==> src/rtl/ntwa_pkg.sv <==
// Shared constants, codes and controller/datapath interface types of the neighbor table.
package ntwa_pkg;

    localparam int TABLE_DEPTH = 16;
    localparam int IDX_W       = (TABLE_DEPTH > 1) ? $clog2(TABLE_DEPTH) : 1;
    localparam int CNT_W       = 5;
    localparam int ADDR_W      = 8;
    localparam int RSSI_W      = 8;
    localparam int TIME_W      = 32;
    localparam int CFG_W       = 32;
    localparam int S_DATA_W    = 56;
    localparam int M_DATA_W    = 24;

    // Request types carried on the input tuser.
    localparam logic [1:0] REQ_UPDATE = 2'd0;
    localparam logic [1:0] REQ_AGE    = 2'd1;
    localparam logic [1:0] REQ_REPORT = 2'd2;

    // Result kinds carried on the output tuser.
    localparam logic [1:0] KIND_UPDATE = 2'd0;
    localparam logic [1:0] KIND_AGE    = 2'd1;
    localparam logic [1:0] KIND_REPORT = 2'd2;

    // Update status codes.
    localparam logic [1:0] UPD_REFRESHED = 2'd0;
    localparam logic [1:0] UPD_INSERTED  = 2'd1;
    localparam logic [1:0] UPD_DROPPED   = 2'd2;
    localparam logic [1:0] UPD_IGNORED   = 2'd3;

    // Configuration register indexes.
    localparam logic [1:0] CFG_LOCAL_ADDR   = 2'd0;
    localparam logic [1:0] CFG_INVALID_ADDR = 2'd1;
    localparam logic [1:0] CFG_TIMEOUT      = 2'd2;

    localparam logic [ADDR_W-1:0] LOCAL_ADDR_RST   = 8'd0;
    localparam logic [ADDR_W-1:0] INVALID_ADDR_RST = 8'd255;
    localparam logic [TIME_W-1:0] TIMEOUT_RST      = 32'd10000;

    typedef enum logic [2:0] {
        S_IDLE,
        S_UPD,
        S_AGE,
        S_AGE_OUT,
        S_RPT
    } state_t;

    typedef enum logic [1:0] {
        EM_UPDATE,
        EM_AGE,
        EM_RPT_ENTRY,
        EM_RPT_EMPTY
    } emit_t;

    typedef struct packed {
        logic       capture;
        logic       idx_inc;
        logic       note_free;
        logic       write_hit;
        logic       write_free;
        logic       clear_slot;
        logic       emit;
        emit_t      emit_sel;
        logic [1:0] emit_status;
        logic       emit_last;
    } ntwa_cmd_t;

    typedef struct packed {
        logic [1:0] in_type;
        logic       ignore;
        logic       slot_hit;
        logic       slot_free;
        logic       insert_ok;
        logic       last_idx;
        logic       expired;
        logic       used_here;
        logic       rpt_empty;
        logic       rpt_final;
        logic       out_room;
    } ntwa_stat_t;

endpackage

==> src/rtl/ntwa_ctrl.sv <==
// Controller state machine that sequences the slot scan for update, age and report requests.
module ntwa_ctrl (
    input  logic                aclk,
    input  logic                aresetn,
    input  logic                s_tvalid,
    output logic                s_tready,
    input  ntwa_pkg::ntwa_stat_t stat,
    output ntwa_pkg::ntwa_cmd_t  cmd
);
    import ntwa_pkg::*;

    state_t state_reg;
    state_t state_next;
    logic   accept;

    assign accept = s_tvalid && (state_reg == S_IDLE);

    always_ff @(posedge aclk) begin
        if (!aresetn) begin
            state_reg <= S_IDLE;
        end else begin
            state_reg <= state_next;
        end
    end

    always_comb begin
        state_next = state_reg;
        case (state_reg)
            S_IDLE: begin
                if (accept) begin
                    case (stat.in_type)
                        REQ_UPDATE: state_next = S_UPD;
                        REQ_AGE:    state_next = S_AGE;
                        REQ_REPORT: state_next = S_RPT;
                        default:    state_next = S_IDLE;
                    endcase
                end
            end
            S_UPD: begin
                if (stat.ignore || stat.slot_hit || stat.last_idx) begin
                    if (stat.out_room) begin
                        state_next = S_IDLE;
                    end
                end
            end
            S_AGE: begin
                if (stat.last_idx) begin
                    state_next = S_AGE_OUT;
                end
            end
            S_AGE_OUT: begin
                if (stat.out_room) begin
                    state_next = S_IDLE;
                end
            end
            S_RPT: begin
                if (stat.rpt_empty) begin
                    if (stat.out_room) begin
                        state_next = S_IDLE;
                    end
                end else if (stat.used_here && stat.out_room && stat.rpt_final) begin
                    state_next = S_IDLE;
                end
            end
            default: state_next = S_IDLE;
        endcase
    end

    always_comb begin
        s_tready        = (state_reg == S_IDLE);
        cmd             = '0;
        cmd.emit_sel    = EM_UPDATE;
        cmd.emit_status = UPD_REFRESHED;
        case (state_reg)
            S_IDLE: begin
                cmd.capture = accept;
            end
            S_UPD: begin
                cmd.emit_sel = EM_UPDATE;
                if (stat.ignore) begin
                    cmd.emit        = stat.out_room;
                    cmd.emit_status = UPD_IGNORED;
                end else if (stat.slot_hit) begin
                    cmd.emit        = stat.out_room;
                    cmd.write_hit   = stat.out_room;
                    cmd.emit_status = UPD_REFRESHED;
                end else if (stat.last_idx) begin
                    cmd.emit        = stat.out_room;
                    cmd.write_free  = stat.out_room && stat.insert_ok;
                    cmd.emit_status = stat.insert_ok ? UPD_INSERTED : UPD_DROPPED;
                end else begin
                    cmd.note_free = stat.slot_free;
                    cmd.idx_inc   = 1'b1;
                end
            end
            S_AGE: begin
                cmd.clear_slot = stat.expired;
                cmd.idx_inc    = !stat.last_idx;
            end
            S_AGE_OUT: begin
                cmd.emit     = stat.out_room;
                cmd.emit_sel = EM_AGE;
            end
            S_RPT: begin
                if (stat.rpt_empty) begin
                    cmd.emit     = stat.out_room;
                    cmd.emit_sel = EM_RPT_EMPTY;
                end else if (stat.used_here) begin
                    cmd.emit      = stat.out_room;
                    cmd.emit_sel  = EM_RPT_ENTRY;
                    cmd.emit_last = stat.rpt_final;
                    cmd.idx_inc   = stat.out_room && !stat.rpt_final;
                end else begin
                    cmd.idx_inc = 1'b1;
                end
            end
            default: begin
                cmd.capture = 1'b0;
            end
        endcase
    end

endmodule

==> src/rtl/ntwa_dp.sv <==
// Datapath: configuration registers, slot storage, scan index, counters and the output register.
module ntwa_dp (
    input  logic                           aclk,
    input  logic                           aresetn,
    input  logic                           cfg_wr_en,
    input  logic [1:0]                     cfg_index,
    input  logic [ntwa_pkg::CFG_W-1:0]     cfg_wr_data,
    input  logic [ntwa_pkg::S_DATA_W-1:0]  s_tdata,
    input  logic [1:0]                     s_tuser,
    input  ntwa_pkg::ntwa_cmd_t            cmd,
    output ntwa_pkg::ntwa_stat_t           stat,
    output logic                           m_tvalid,
    input  logic                           m_tready,
    output logic [ntwa_pkg::M_DATA_W-1:0]  m_tdata,
    output logic [2:0]                     m_tuser,
    output logic                           m_tlast
);
    import ntwa_pkg::*;

    logic [ADDR_W-1:0] local_addr_reg;
    logic [ADDR_W-1:0] invalid_addr_reg;
    logic [TIME_W-1:0] timeout_reg;

    logic [TABLE_DEPTH-1:0]  used_reg;
    logic [ADDR_W-1:0]       addr_mem_reg [TABLE_DEPTH];
    logic signed [RSSI_W-1:0] rssi_mem_reg [TABLE_DEPTH];
    logic [TIME_W-1:0]       time_mem_reg [TABLE_DEPTH];

    logic [ADDR_W-1:0]        req_addr_reg;
    logic signed [RSSI_W-1:0] req_rssi_reg;
    logic [TIME_W-1:0]        req_now_reg;
    logic [CNT_W-1:0]         req_limit_reg;

    logic [IDX_W-1:0] idx_reg;
    logic [IDX_W-1:0] free_idx_reg;
    logic             free_found_reg;
    logic [CNT_W-1:0] count_reg;

    logic                     out_valid_reg;
    logic [1:0]               out_kind_reg;
    logic [1:0]               out_status_reg;
    logic                     out_entry_valid_reg;
    logic [ADDR_W-1:0]        out_addr_reg;
    logic signed [RSSI_W-1:0] out_rssi_reg;
    logic [CNT_W-1:0]         out_count_reg;
    logic                     out_last_reg;

    logic [ADDR_W-1:0]        in_addr;
    logic signed [RSSI_W-1:0] in_rssi;
    logic [TIME_W-1:0]        in_now;
    logic [CNT_W-1:0]         in_limit;
    logic [TIME_W-1:0]        age_diff;
    logic [CNT_W-1:0]         count_plus;
    logic                     used_above;
    logic [IDX_W-1:0]         ins_idx;
    logic                     used_here;
    logic                     out_room;

    assign in_addr  = s_tdata[7:0];
    assign in_rssi  = s_tdata[15:8];
    assign in_now   = s_tdata[47:16];
    assign in_limit = s_tdata[52:48];

    assign used_here  = used_reg[idx_reg];
    assign age_diff   = req_now_reg - time_mem_reg[idx_reg];
    assign count_plus = count_reg + CNT_W'(1);
    assign ins_idx    = free_found_reg ? free_idx_reg : idx_reg;
    assign out_room   = !out_valid_reg || m_tready;

    // Any used slot beyond the current scan position keeps the report going; without one it ends.
    always_comb begin
        used_above = 1'b0;
        for (int j = 0; j < TABLE_DEPTH; j++) begin
            if (used_reg[j] && (j > int'(idx_reg))) begin
                used_above = 1'b1;
            end
        end
    end

    always_comb begin
        stat.in_type   = s_tuser;
        stat.ignore    = (req_addr_reg == invalid_addr_reg) || (req_addr_reg == local_addr_reg);
        stat.slot_hit  = used_here && (addr_mem_reg[idx_reg] == req_addr_reg);
        stat.slot_free = !used_here;
        stat.insert_ok = free_found_reg || !used_here;
        stat.last_idx  = (idx_reg == IDX_W'(TABLE_DEPTH - 1));
        stat.expired   = used_here && (age_diff > timeout_reg);
        stat.used_here = used_here;
        stat.rpt_empty = (req_limit_reg == '0) || (used_reg == '0);
        stat.rpt_final = (count_plus == req_limit_reg) || !used_above;
        stat.out_room  = out_room;
    end

    always_ff @(posedge aclk) begin
        if (!aresetn) begin
            local_addr_reg   <= LOCAL_ADDR_RST;
            invalid_addr_reg <= INVALID_ADDR_RST;
            timeout_reg      <= TIMEOUT_RST;
        end else if (cfg_wr_en) begin
            case (cfg_index)
                CFG_LOCAL_ADDR:   local_addr_reg   <= cfg_wr_data[ADDR_W-1:0];
                CFG_INVALID_ADDR: invalid_addr_reg <= cfg_wr_data[ADDR_W-1:0];
                CFG_TIMEOUT:      timeout_reg      <= cfg_wr_data[TIME_W-1:0];
                default:          timeout_reg      <= timeout_reg;
            endcase
        end
    end

    always_ff @(posedge aclk) begin
        if (!aresetn) begin
            used_reg <= '0;
        end else if (cmd.write_free) begin
            used_reg[ins_idx] <= 1'b1;
        end else if (cmd.clear_slot) begin
            used_reg[idx_reg] <= 1'b0;
        end
    end

    always_ff @(posedge aclk) begin
        if (cmd.write_hit) begin
            rssi_mem_reg[idx_reg] <= req_rssi_reg;
            time_mem_reg[idx_reg] <= req_now_reg;
        end else if (cmd.write_free) begin
            addr_mem_reg[ins_idx] <= req_addr_reg;
            rssi_mem_reg[ins_idx] <= req_rssi_reg;
            time_mem_reg[ins_idx] <= req_now_reg;
        end
    end

    always_ff @(posedge aclk) begin
        if (cmd.capture) begin
            req_addr_reg   <= in_addr;
            req_rssi_reg   <= in_rssi;
            req_now_reg    <= in_now;
            req_limit_reg  <= in_limit;
            idx_reg        <= '0;
            free_found_reg <= 1'b0;
            count_reg      <= '0;
        end else begin
            if (cmd.idx_inc) begin
                idx_reg <= idx_reg + IDX_W'(1);
            end
            if (cmd.note_free && !free_found_reg) begin
                free_idx_reg   <= idx_reg;
                free_found_reg <= 1'b1;
            end
            if (cmd.clear_slot || (cmd.emit && (cmd.emit_sel == EM_RPT_ENTRY))) begin
                count_reg <= count_plus;
            end
        end
    end

    always_ff @(posedge aclk) begin
        if (!aresetn) begin
            out_valid_reg <= 1'b0;
        end else if (cmd.emit) begin
            out_valid_reg <= 1'b1;
        end else if (m_tready) begin
            out_valid_reg <= 1'b0;
        end
    end

    always_ff @(posedge aclk) begin
        if (cmd.emit) begin
            out_status_reg      <= UPD_REFRESHED;
            out_entry_valid_reg <= 1'b0;
            out_addr_reg        <= '0;
            out_rssi_reg        <= '0;
            out_count_reg       <= '0;
            out_last_reg        <= 1'b1;
            case (cmd.emit_sel)
                EM_UPDATE: begin
                    out_kind_reg   <= KIND_UPDATE;
                    out_status_reg <= cmd.emit_status;
                end
                EM_AGE: begin
                    out_kind_reg  <= KIND_AGE;
                    out_count_reg <= count_reg;
                end
                EM_RPT_ENTRY: begin
                    out_kind_reg        <= KIND_REPORT;
                    out_entry_valid_reg <= 1'b1;
                    out_addr_reg        <= addr_mem_reg[idx_reg];
                    out_rssi_reg        <= rssi_mem_reg[idx_reg];
                    out_count_reg       <= count_plus;
                    out_last_reg        <= cmd.emit_last;
                end
                default: begin
                    out_kind_reg <= KIND_REPORT;
                end
            endcase
        end
    end

    assign m_tvalid = out_valid_reg;
    assign m_tdata  = {1'b0, out_count_reg, out_rssi_reg, out_addr_reg, out_status_reg};
    assign m_tuser  = {out_entry_valid_reg, out_kind_reg};
    assign m_tlast  = out_last_reg;

endmodule

==> src/rtl/neighbor_table_with_aging_core.sv <==
// Top level of the neighbor table with timeout aging: controller plus datapath.
// An update result is registered once the request is found to be ignored, hits a slot or
// the scan reaches the last slot; an age summary follows the full scan, and report entries
// follow at one slot per cycle of the scan while the output has room. Throughput: one
// request at a time; the slot scan of one entry per cycle sets the pace, held by output stalls.
// Reset (aresetn low, synchronous) clears all used marks, the output valid and the
// controller state, and loads the configuration registers with their defaults.
module neighbor_table_with_aging_core (
    input  logic                           aclk,
    input  logic                           aresetn,
    // Configuration write port: index 0 local address, 1 invalid address, 2 timeout in ms.
    input  logic                           cfg_wr_en,
    input  logic [1:0]                     cfg_index,
    input  logic [ntwa_pkg::CFG_W-1:0]     cfg_wr_data,
    // Request stream.
    input  logic                           s_tvalid,
    output logic                           s_tready,
    // s_tdata: neighbor_addr [7:0], signal_rssi [15:8], now_ms [47:16],
    //          report_limit [52:48], zero padding [55:53].
    input  logic [ntwa_pkg::S_DATA_W-1:0]  s_tdata,
    // s_tuser: req_type [1:0].
    input  logic [1:0]                     s_tuser,
    // Result stream.
    output logic                           m_tvalid,
    input  logic                           m_tready,
    // m_tdata: update_status [1:0], entry_addr [9:2], entry_rssi [17:10],
    //          running_count [22:18], zero padding [23].
    output logic [ntwa_pkg::M_DATA_W-1:0]  m_tdata,
    // m_tuser: result_kind [1:0], entry_valid [2].
    output logic [2:0]                     m_tuser,
    output logic                           m_tlast
);
    import ntwa_pkg::*;

    // The controller walks the slot index one entry per cycle unless the output stalls and
    // issues commands; the datapath holds the table and answers with status about the current slot.
    ntwa_cmd_t  cmd;
    ntwa_stat_t stat;

    // Sequencing of update, age and report scans. A new word is taken only when the
    // previous request has placed its final result into the output register.
    ntwa_ctrl u_ctrl (
        .aclk     (aclk),
        .aresetn  (aresetn),
        .s_tvalid (s_tvalid),
        .s_tready (s_tready),
        .stat     (stat),
        .cmd      (cmd)
    );

    // Slot storage and the output register. The output register lets the block return
    // to idle and take the next word while a finished result still waits for m_tready.
    ntwa_dp u_dp (
        .aclk        (aclk),
        .aresetn     (aresetn),
        .cfg_wr_en   (cfg_wr_en),
        .cfg_index   (cfg_index),
        .cfg_wr_data (cfg_wr_data),
        .s_tdata     (s_tdata),
        .s_tuser     (s_tuser),
        .cmd         (cmd),
        .stat        (stat),
        .m_tvalid    (m_tvalid),
        .m_tready    (m_tready),
        .m_tdata     (m_tdata),
        .m_tuser     (m_tuser),
        .m_tlast     (m_tlast)
    );

endmodule

==> config.mk <==
export PLATFORM = sky130hd
export DESIGN_NAME = neighbor_table_with_aging_core
export DESIGN_NICKNAME = d
export VERILOG_FILES = /design/src/rtl/ntwa_pkg.sv /design/src/rtl/ntwa_ctrl.sv /design/src/rtl/ntwa_dp.sv /design/src/rtl/neighbor_table_with_aging_core.sv
export SDC_FILE = /design/constraint.sdc
export NUM_CORES = 1
export LEC_CHECK = 0
export ABC_CLOCK_PERIOD_IN_PS = 9550
export BUFFER_PORTS_ARGS = -buffer_cell sky130_fd_sc_hd__buf_2
export CORE_ASPECT_RATIO = 2
export CORE_MARGIN = 4
export CORE_UTILIZATION = 52
export DETAILED_ROUTE_END_ITERATION = 10
export GPL_TIMING_DRIVEN = 0
export HOLD_SLACK_MARGIN = 0.08
export PLACE_DENSITY = 0.69
export SKIP_CTS_REPAIR_TIMING = 1
export SLEW_MARGIN = 40
export SYNTH_ARGS = -nofsm -noshare
export SYNTH_HDL_FRONTEND = slang
export SYNTH_SLANG_ARGS = --single-unit
==> constraint.sdc <==
create_clock -name aclk -period 9.55 [get_ports aclk]
set_input_delay 1.4325 -clock aclk [delete_from_list [all_inputs] [get_ports aclk]]
set_output_delay 1.4325 -clock aclk [all_outputs]
set_load 0.05 [all_outputs]
### After elaboration in Yosys (flattened, before gate mapping)

Memory sizes are Yosys's and may differ from the RTL's. A register that Yosys moved wholly into a read port is not among the register bits.
Cells that the tools add are included.
Widths: inputs -> output; s select.

| storage, ports and cells | value |
|---|---|
| flip-flop bits (word level) | 154 |
| memories kept | 3 |
| output and inout port bits | 30 |
| memory bits (writable) | 768 |
| word-level logic and storage cells | 203 |
| bits of input ports | 97 |

| operators by class | value |
|---|---|
| magnitude comparators | 20 |
| reduce and logical (&&, ||, !) cells | 57 |
| bitwise gates (word level) | 4 |
| add/subtract/negate cells | 3 |
| mux-type cells | 77 |
| eq/ne operators | 19 |

Memory list:

| name | words | bits a word | read ports | clocked after memory_dff | wr ports | RTL line | text |
|---|---|---|---|---|---|---|---|
| u_dp.time_mem_reg | 16 | 32 | 1 | 1 | 1 | ntwa_dp.sv:27 | `logic [TIME_W-1:0] time_mem_reg [TABLE_DEPTH];` |
| u_dp.addr_mem_reg | 16 | 8 | 1 | 1 | 1 | ntwa_dp.sv:25 | `logic [ADDR_W-1:0] addr_mem_reg [TABLE_DEPTH];` |
| u_dp.rssi_mem_reg | 16 | 8 | 1 | 1 | 1 | ntwa_dp.sv:26 | `logic signed [RSSI_W-1:0] rssi_mem_reg [TABLE_DEPTH];` |

Operator list:

| cell | count |
|---|---|
| $mux 1 | 41 |
| $gt 32x32->1 | 1 |
| $gt 4x4->1 const A | 8 |
| $mux 16 | 2 |
| $mux 32 | 1 |
| $mux 4 | 8 |
| $reduce_or 32->1 | 1 |
| $sub 32x32->32 | 1 |
| $mux 3 | 9 |
| $logic_and 1x1->1 | 26 |
| $eq 8x8->1 | 3 |
| $pmux 3 s3 | 2 |
| $and 16x16->16 | 1 |
| $gt 3x4->1 const A | 4 |
| $logic_not 16->1 | 1 |
| $not 16->16 | 1 |
| $or 16x16->16 | 1 |
| $pmux 3 s5 | 1 |
| $mux 2 | 6 |
| $lt 4x5->1 const B | 2 |
| $pmux 5 s2 | 1 |
| $reduce_and 2->1 | 5 |
| $demux 1 s4 | 2 |
| $ge 4x1->1 const B | 2 |
| 26 further kinds | 50 |

### Depth between registers and ports, before layout

| depth | value |
|---|---|
| depth in word-level cells | 26 |
| mapped depth | 31 |

### By module

Synthesis repeated with hierarchy kept, for this count alone.

| unflattened totals | value |
|---|---|
| cells, all modules | 2201 |
| area total of the unflattened synthesis | 38752.2 um^2 |

By module, submodules not included:

| module | sequential area each (um^2) | times used | area an instance (um^2) | cells an instance |
|---|---|---|---|---|
| ntwa_dp | 27166.1 | 1 | 38329.3 | 2145 |
| ntwa_ctrl | 60.1 | 1 | 422.9 | 56 |

### Worst setup path before layout

Ideal clock, no wire load.

| timing path | value |
|---|---|
| kind | register -> register |
| start point | register with a tool-made name |
| end point | register u_dp.used_reg[11] |
| library setup time | 0.117 ns |
| buffers on the path | 8 |
| cell stages (with the launch flop) | 30 |
| period minus slack after synthesis | 7.113 ns |
| arrival | 6.996 ns |
| slack | 2.437 ns |
| cell sequence | dfxtp_1 -> buf_6 -> buf_4 -> buf_2 -> clkbuf_1 -> buf_1 -> mux4_2 -> mux4_2 -> inv_1 -> ha_1 -> clkbuf_1 -> a21oi_1 -> o21a_1 -> o2bb2ai_1 -> or3_1 -> o221a_2 -> o221a_2 -> a211oi_1 -> a21oi_1 -> xor2_1 -> ha_1 -> nand4_1 -> nor4_1 -> nand2_1 -> a221oi_1 -> o21a_1 -> clkbuf_1 -> buf_1 -> nand3_1 -> a32o_1 |

RTL lines:

| item | RTL line | text |
|---|---|---|
| end signal, assigned | ntwa_dp.sv:111 | `used_reg <= '0;` |
| end signal, assigned by index | ntwa_dp.sv:113 | `used_reg[ins_idx] <= 1'b1;` |
| end signal, assigned by index | ntwa_dp.sv:115 | `used_reg[idx_reg] <= 1'b0;` |
| end, declared | ntwa_dp.sv:24 | `logic [TABLE_DEPTH-1:0] used_reg;` |

==> run metrics <==
Fillers=roughly 5300; Initial Utilization=0.5243; first-pass GRT wire length=146.1 mm; worst setup path category=flop to flop; crit path max fanout=10; library cells used by synthesis=77; final setup fails=0; Synth area leaders=edfxtp_1 66%, mux4_2 12%, dfxtp_1 4.2%; total gr overflow=0; DIE HEIGHT=between 300 and 400 um; Post-synth top flop=edfxtp_1; CP peak stage delay=~0.59 ns; gpl congestion=0.9212; DRT iter0 DRCs=1941; GRT met2 Usage=0.4672; final WL=99.95 mm; largest net degree at the start of global routing=28; outcome=finished clean; Synth Cell Area=a little under 40000 sq um; transition time of the tightest slew-check pin=approximately 0.88 ns; top cells by count, synth=852 x edfxtp_1, 212 x mux4_2, 134 x nand2_1; most used routing layer=met2; clock transition at the registers of the reported paths=approximately 0.070 ns; slowest cell on the critical path=nor4_1; post-synthesis register bit count=about 930; number of buffers added on ports=about 120; Critical Path End Type=flop; Data arrival, critical path=roughly 9.6 ns; drt first pass iters=8; CTS buffer count=81; Min Clock Period, post-route=roughly 9.0 ns; worst skew pair latency=roughly 0.66 ns; maximum VDD drop=0.1431 mV; I/O pins=approximately 130; final worst path period share=0.9476; num rows=141; Cells after DPL=about 3300; Rel. slew slack=0.4111; # clock sinks=934; delay-heaviest family, CP=compound AO/OA/AOI/OAI gates; Gate Count Post-Synth=between 2000 and 2500; CP startpoint kind=flop; area of the core=about 74000 sq um; hpwl dp=around 72 mm; Final Hold Viols=0; cell accounting for the most synthesized area=edfxtp_1; DRC=0; max reg flops=~500; H-tree depth=3; met1 GRT Util=0.2818; CP required=just over 10 ns; Lkg Pwr=about 0.015 uW; Global Route Usage Sum=0.2519; fmax=0.1105 GHz; Worst Hold Class=flop to flop; final number of max-transition violations=0; clock skew=0.03196 ns; CTS tree=yes; non-filler cells, final=~3500; Clock Tree Buf Depth=3; Pwr Density=246.1 nW/um^2; Die W=approximately 200 um; vias per cell=6.191; Via Count=21400; Post-DRT Antenna Nets=0; unrepaired setup endpoints after global routing=false; Layout area overhead=15.22%; DIE AREA=79050 sq um; clk root buf=clkbuf_16; Seq/Total Area, Yosys=0.7042; Max-cap violations=0; vias in the first global route=between 20000 and 25000; CP Buf/Inv Count=8; post-layout util=0.6041; met3 Use GR=0.03687; # nets final=2628; count leader, synth=edfxtp_1; async set-reset flop share out of synthesis=0; Yosys top cell area share=0.6617; Ys Warns=0; number of synthesized flops with an enable pin=852; initial antenna violation count=7; Synth Area per Inst=17.56 sq um; Syn Nets=between 2000 and 2500; layout cells sized above 1=0.2446; drt wl/cell=just under 30 um
-- area by class of cell --
type | count | area [sq um] | area share
diodes | 6 | 15.01 | 0.0003370
plain buffers | 104 | 498.0 | 0.01118
clock buffers | 94 | 2191 | 0.04918
clock inverters | 53 | 620.6 | 0.01393
inverters | 87 | 326.6 | 0.007330
multi-input cells | 1076 | 10840 | 0.2433
flip-flops and latches | 934 | 27230 | 0.6111
well taps | 929 | 1162 | 0.02609
repair buffers | 174 | 1672 | 0.03752
-- per-stage QoR --
| stage | setup slack [ns] | TNS [ns] | hold WS [ns] | area [sq um] | power, uW |
|---|---|---|---|---|---|
| 3_5_place_dp | -0.4678 | -3.481 | 0.4480 | 41700 | 7557 |
| 3_3_place_gp | -1.204 | -19.27 | 0.4452 | 40430 | 7453 |
| 5_1_grt | 0.04342 | 0 | 0.4811 | 44540 | 11420 |
| 6_report | 0.5006 | 0 | 0.4559 | 44550 | 10970 |
| 2_1_floorplan | 2.437 | 0 | 0.4363 | 38660 | 6700 |
| 4_1_cts | -0.5062 | -4.051 | 0.4565 | 44510 | 11040 |
-- layout by cell type (no fill, tap or decap), types with 12 or more instances in the layout --
cell type | netlist | routed
edfxtp_1 | 852 | 852
mux4_2 | 212 | 212
buf_2 | 10 | 140
nand2_1 | 134 | 134
inv_1 | 87 | 86
clkbuf_16 | 0 | 85
a21oi_1 | 83 | 83
dfxtp_1 | 82 | 82
ha_1 | 72 | 72
mux2i_1 | 68 | 68
nor2_1 | 89 | 62
clkbuf_1 | 62 | 53
nand3_1 | 40 | 40
xor2_1 | 30 | 30
xnor2_1 | 27 | 27
buf_8 | 0 | 27
o21ai_0 | 27 | 25
o221ai_1 | 24 | 24
nor2b_1 | 27 | 23
a21o_1 | 22 | 22
buf_16 | 0 | 22
clkbuf_2 | 0 | 17
nor2_2 | 1 | 16
clkinv_2 | 0 | 16
and3_1 | 15 | 15
nor3_1 | 15 | 15
nand4_1 | 14 | 14
clkinv_1 | 0 | 14
nand2b_1 | 13 | 13
nor4_1 | 15 | 13
bufinv_16 | 0 | 13
nor2_4 | 0 | 12
-- per-layer routing --
layer	part of all wire	routed length (um)	up-vias
met4	0.052	5221	4
met5	0.00022	22	-
li1	-	-	9287
met2	0.55	54640	859
met1	0.35	34890	10980
met3	0.052	5181	272
-- worst reg2reg max path: cells and delay by family, from the launching register on --
family,cells,cell delay (ns)
DFF,1,0.32
AOI/OAI and AO/OA,10,3.08
buffers and inverters,8,2.44
adders and majority gates,2,0.60
muxes,2,1.05
and+or+nand+nor,5,1.31
xor gates and xnor gates,1,0.18
-- path summary, 6_finish.rpt --
path	from	endpoint	slack (ns)	depth (start not counted)
worst min-delay path	u_dp.timeout_reg[26]$_SDFFE_PN0P_	u_dp.timeout_reg[26]$_SDFFE_PN0P_	0.46	2
worst min register to register	u_dp.timeout_reg[26]$_SDFFE_PN0P_	u_dp.timeout_reg[26]$_SDFFE_PN0P_	0.46	2
worst max-delay path	flop	u_dp.used_reg[11]$_SDFFE_PN0P_	0.50	28
worst max register to register	flop	u_dp.used_reg[11]$_SDFFE_PN0P_	0.50	28
-- logic make-up after synthesis --
| group | after synthesis | share of synthesized area |
|---|---|---|
| XOR/XNOR | 57 | 0.01291 |
| buffers and inverters | 192 | 0.02023 |
| other | 1 | 0.00009699 |
| AO/OA/AOI/OAI | 263 | 0.04725 |
| multiplexers | 286 | 0.1428 |
| flip-flops | 934 | 0.7042 |
| adder cells (fa/ha/maj) | 73 | 0.02382 |
| AND/OR/NAND/NOR | 396 | 0.04870 |
-- power breakdown --
group	leakage [uW]	internal [uW]	total (uW)	switching (uW)
Clock	0.00139	2010	3490	1490
Combinational	0.00496	1260	2810	1550
Sequential	0.00839	4550	4660	110
Total	0.0147	7820	11000	3150
Power figures use the tool's default switching activity.
